<file path="config.mk">
export PLATFORM = sky130hd
export DESIGN_NAME = bsr_out_reg
export DESIGN_NICKNAME = d
export VERILOG_FILES = /design/src/rtl/bsr_pkg.sv /design/src/rtl/bsr_out_reg.sv
export SDC_FILE = /design/constraint.sdc
export NUM_CORES = 1
export LEC_CHECK = 0
export ABC_AREA = 1
export BUFFER_PORTS_ARGS = -buffer_cell sky130_fd_sc_hd__buf_2
export CAP_MARGIN = 10
export CORE_MARGIN = 1.5
export CORE_UTILIZATION = 39
export DETAILED_ROUTE_END_ITERATION = 7
export PLACE_DENSITY = 0.85
export SYNTH_ARGS = -nofsm -noshare
export SYNTH_HDL_FRONTEND = slang
export SYNTH_SLANG_ARGS = --single-unit
</file>
<file path="constraint.sdc">
create_clock -name clk -period 0.8 [get_ports clk]
set_input_delay 0.08 -clock clk [delete_from_list [all_inputs] [get_ports clk]]
set_output_delay 0.08 -clock clk [all_outputs]
set_load 0.02 [all_outputs]
</file>
<file path="src/rtl/bsr_pkg.sv">
// Types and status codes shared by the byte stream reassembler modules.
// No dependencies.
`default_nettype none

package bsr_pkg;

  // Result status codes
  localparam logic [2:0] ST_STORED  = 3'd0;
  localparam logic [2:0] ST_DUP     = 3'd1;
  localparam logic [2:0] ST_OUTSIDE = 3'd2;
  localparam logic [2:0] ST_PULLED  = 3'd3;
  localparam logic [2:0] ST_EMPTY   = 3'd4;

  // Request mode
  localparam logic MODE_PUSH = 1'b0;
  localparam logic MODE_PULL = 1'b1;

  typedef struct packed {
    logic        mode;
    logic [7:0]  byte_value;
    logic [31:0] stream_index;
    logic        has_byte;
    logic        end_of_stream;
  } in_item_t;

  typedef struct packed {
    logic [2:0]  status;
    logic        out_valid;
    logic [7:0]  out_byte;
    logic [12:0] pending_count;
    logic        stream_done;
  } out_item_t;

  // One window entry: presence flag and the stored byte
  typedef struct packed {
    logic       present;
    logic [7:0] data;
  } entry_t;

endpackage

`default_nettype wire

</file>
<file path="src/rtl/bsr_out_reg.sv">
// Result register between the evaluation stage and the result channel.
// Depends on bsr_pkg for the result type.
`default_nettype none

module bsr_out_reg
  import bsr_pkg::*;
(
  input  wire logic      clk,
  input  wire logic      rst,
  input  wire logic      load,
  input  wire out_item_t load_data,
  output logic           free,
  output logic           valid,
  input  wire logic      ready,
  output out_item_t      data
);

  assign free = !valid || ready;

  always_ff @(posedge clk) begin
    if (rst) begin
      valid <= 1'b0;
    end else if (load) begin
      valid <= 1'b1;
    end else if (ready) begin
      valid <= 1'b0;
    end
  end

  always_ff @(posedge clk) begin
    if (load) begin
      data <= load_data;
    end
  end

endmodule

`default_nettype wire

</file>
==> metrics.md <==
| Metric | Value |
|---|---|
| Power Density | 1787 nW/um^2 |
| Sw frac | 24.40% |
| Startpoint types | flop |
| Arr. time, crit path | 0.91 ns |
| Cells along the critical path | buf_6 |
| Setup TNS | -4.515 ns |
| CP Capture Type | primary output |
| Min-Delay Path Class | input pin to flop |
| GRT Residual Overflow | 0 |
| Max Freq | 1011 MHz |
| Final period util | 123.7% |
| Sequential group share of total power | 59.7% |
| Top delay family on crit path | flip-flops |
| Worst Path Buf+Inv | 1 |
| RSZ-0062 raised after global routing | yes |
| Num rows | 16 |
| Crit path largest cell delay | 0.43 ns |
| Largest area contributor in the netlist | edfxtp_1 |
| Clk sinks | 27 |
| Dpl cells | 117 |
| Die Height | 48.95 um |
| Max Cap Viol | 0 |
| CP max-delay cell | edfxtp_1 |
| CTS H-tree lvls | 1 |
| Syn. warnings | 0 |
| Initial Util | 41.54% |
| Synthesized flop and latch total | 27 |
| Worst Setup Path Type | flop to primary output |
| CTS tree | yes |
| Worst vdd ir | 1.455 mV |
| I/O Pins | 58 |
| Final Skew | 0 ns |
| Register area share after synthesis | 97.26% |
| Core area | 1982 sq um |
| Syn_nets | 61 |
| DIE AREA | 2396 sq um |
| Leak | 0.6974 nW |
| Final hold violations | 0 |
| Final cell count without fillers | 150 |
| Post-Route WL | 2261 um |
| Root Driver | clkbuf_4 |
| Min Tclk post-route | 0.9892 ns |
| Buffers on Ports | 57 |
| Required time worst endpoint | 0.72 ns |
| Most frequent cells in the layout | buf_2 (39), dlygate4sd3_1 (27), edfxtp_1 (26) |
| Die width | 48.95 um |
| Clock Power Share | 20.1% |
| P&R area growth vs syn | 95.44% |
| Critical-path maximum fanout | 1 |
| 1st-iter DRT viols | 12 |
| Final worst slack | -0.1892 ns |
| Synth Cell Area | 823.3 sq um |
| Largest net degree at the start of global routing | 16 |
| Cell Int Power | 0.002174 W |
| Vias | 659 |
| GP Congestion | 0.6590 |
| Total track usage | 18.96% |
| Initial antenna violation count | 0 |
| Vias in the first global route | 687 |
| Post-synth top area share | 94.83% |
| P_sw | 0.0007016 W |
| Layout cells sized above 1 | 55.28% |
| Rel. slew slack | 90.82% |
| Nets | 154 |
| Status | complete, but fails checks |
| Routed wire length per instance | 15.07 um |
| Max clock buf depth | 2 |
| Final setup viols | 29 |
| Via density | 4.393 |
| Failing checks | negative setup slack |
| Synthesized area per cell | 26.56 sq um |
| Logic pwr share | 20.1% |
| Clock slew at reported path FFs | 0.14 ns |
| Antenna Nets Post-Route | 0 |
| DR DRC count | 0 |
| Ranking of synthesized cells by area | edfxtp_1 (95%), dfxtp_1 (2.4%), a21oi_2 (1.1%), inv_1 (0.91%), nand2_2 (0.76%) |
| Netlist cell types | 5 |
| Commonest non-fill, non-tap cell in the layout | buf_2 |
| Pins over their slew limit | 0 |
| Worst-Skew Late Latency | 0.32 ns |
| First-pass GRT wire length | 3194 um |
| Actual slew at the worst max-slew pin | 0.1376 ns |
| Cts bufs inserted | 3 |
| TritonRoute pass-1 iters | 4 |
| Post-Syn Instances | 31 |
| # diodes | 0 |
## cells in the mapped netlist, drive strengths merged
cell / number
a21oi: 1
dfxtp: 1
edfxtp: 26
inv: 2
nand2: 1
## layout make-up
type | instances | area [sq um]
clock buffers | 3 | 22.52
multi-input cells | 2 | 15.01
well taps | 27 | 33.78
inverters | 2 | 7.507
repair buffers | 88 | 723.2
fillers | 98 | 372.9
flip-flops and latches | 27 | 802.0
clock inverters | 1 | 5.005
## state kept, by name, summed over array words and instances (netlist names)
name / flops
data: 26
valid: 1
## through the flow
stage / utilization (%) / cell area [sq um] / hold WS [ns] / setup slack (ns) / power, W
floorplan: - / 823.3 / 0.1424 / 0.02823 / 0.001889
global placement: 59.66 / 1182 / 0.2395 / 0.1429 / 0.002093
detailed placement: 59.66 / 1182 / 0.2421 / 0.1356 / 0.002102
CTS: 77.97 / 1545 / 0.09671 / -0.1892 / 0.002793
global route: 81.19 / 1609 / 0.1452 / -0.2336 / 0.002975
finish: 81.19 / 1609 / 0.1585 / -0.1892 / 0.002875
## cells by family (layout without fill, tap and decap cells)
family,count (synthesis),in the layout,synth area share (%)
AO/OA/AOI/OAI,1,1,1.064
buffers and inverters,2,94,0.9122
flip-flops,27,27,97.26
AND/OR/NAND/NOR,1,1,0.7604
## worst paths after layout
kind,slack (ns),to,startpoint,depth (start not counted)
setup / recovery,-0.19,data[4],data[4],1
hold / removal,0.16,data[23],load,2
setup reg to reg,-0.04,valid,valid,4
hold reg to reg,0.69,valid,valid,4
## power by group through the flow
stage | sequential, W | clock (W) | combinational, W
final | 0.00172 | 0.000579 | 0.000578
after global routing | 0.00173 | 0.000642 | 0.000605
after CTS | 0.00170 | 0.000571 | 0.000517
after detailed placement | 0.00173 | 0 | 0.000374
after global placement | 0.00172 | 0 | 0.000368
after floorplan | 0.00188 | 0 | 0.0000105
## metal layers
| metal | global-route usage [%] | share of wire [%] |
|---|---|---|
| met1 | 19.53 | 36 |
| met2 | 33.11 | 52 |
| met3 | 8.896 | 10 |
| met4 | 7.619 | 1.3 |
| met5 | 0 | 0 |
## timing repair
item	in CTS	in global routing
hold endpoints to repair	27	0
buffers inserted	1	1
resized for setup	19	18
setup endpoints to repair	28	28
pin swaps	1	1
hold buffers	27	0
No activity file was read; power rests on OpenSTA's default activity.
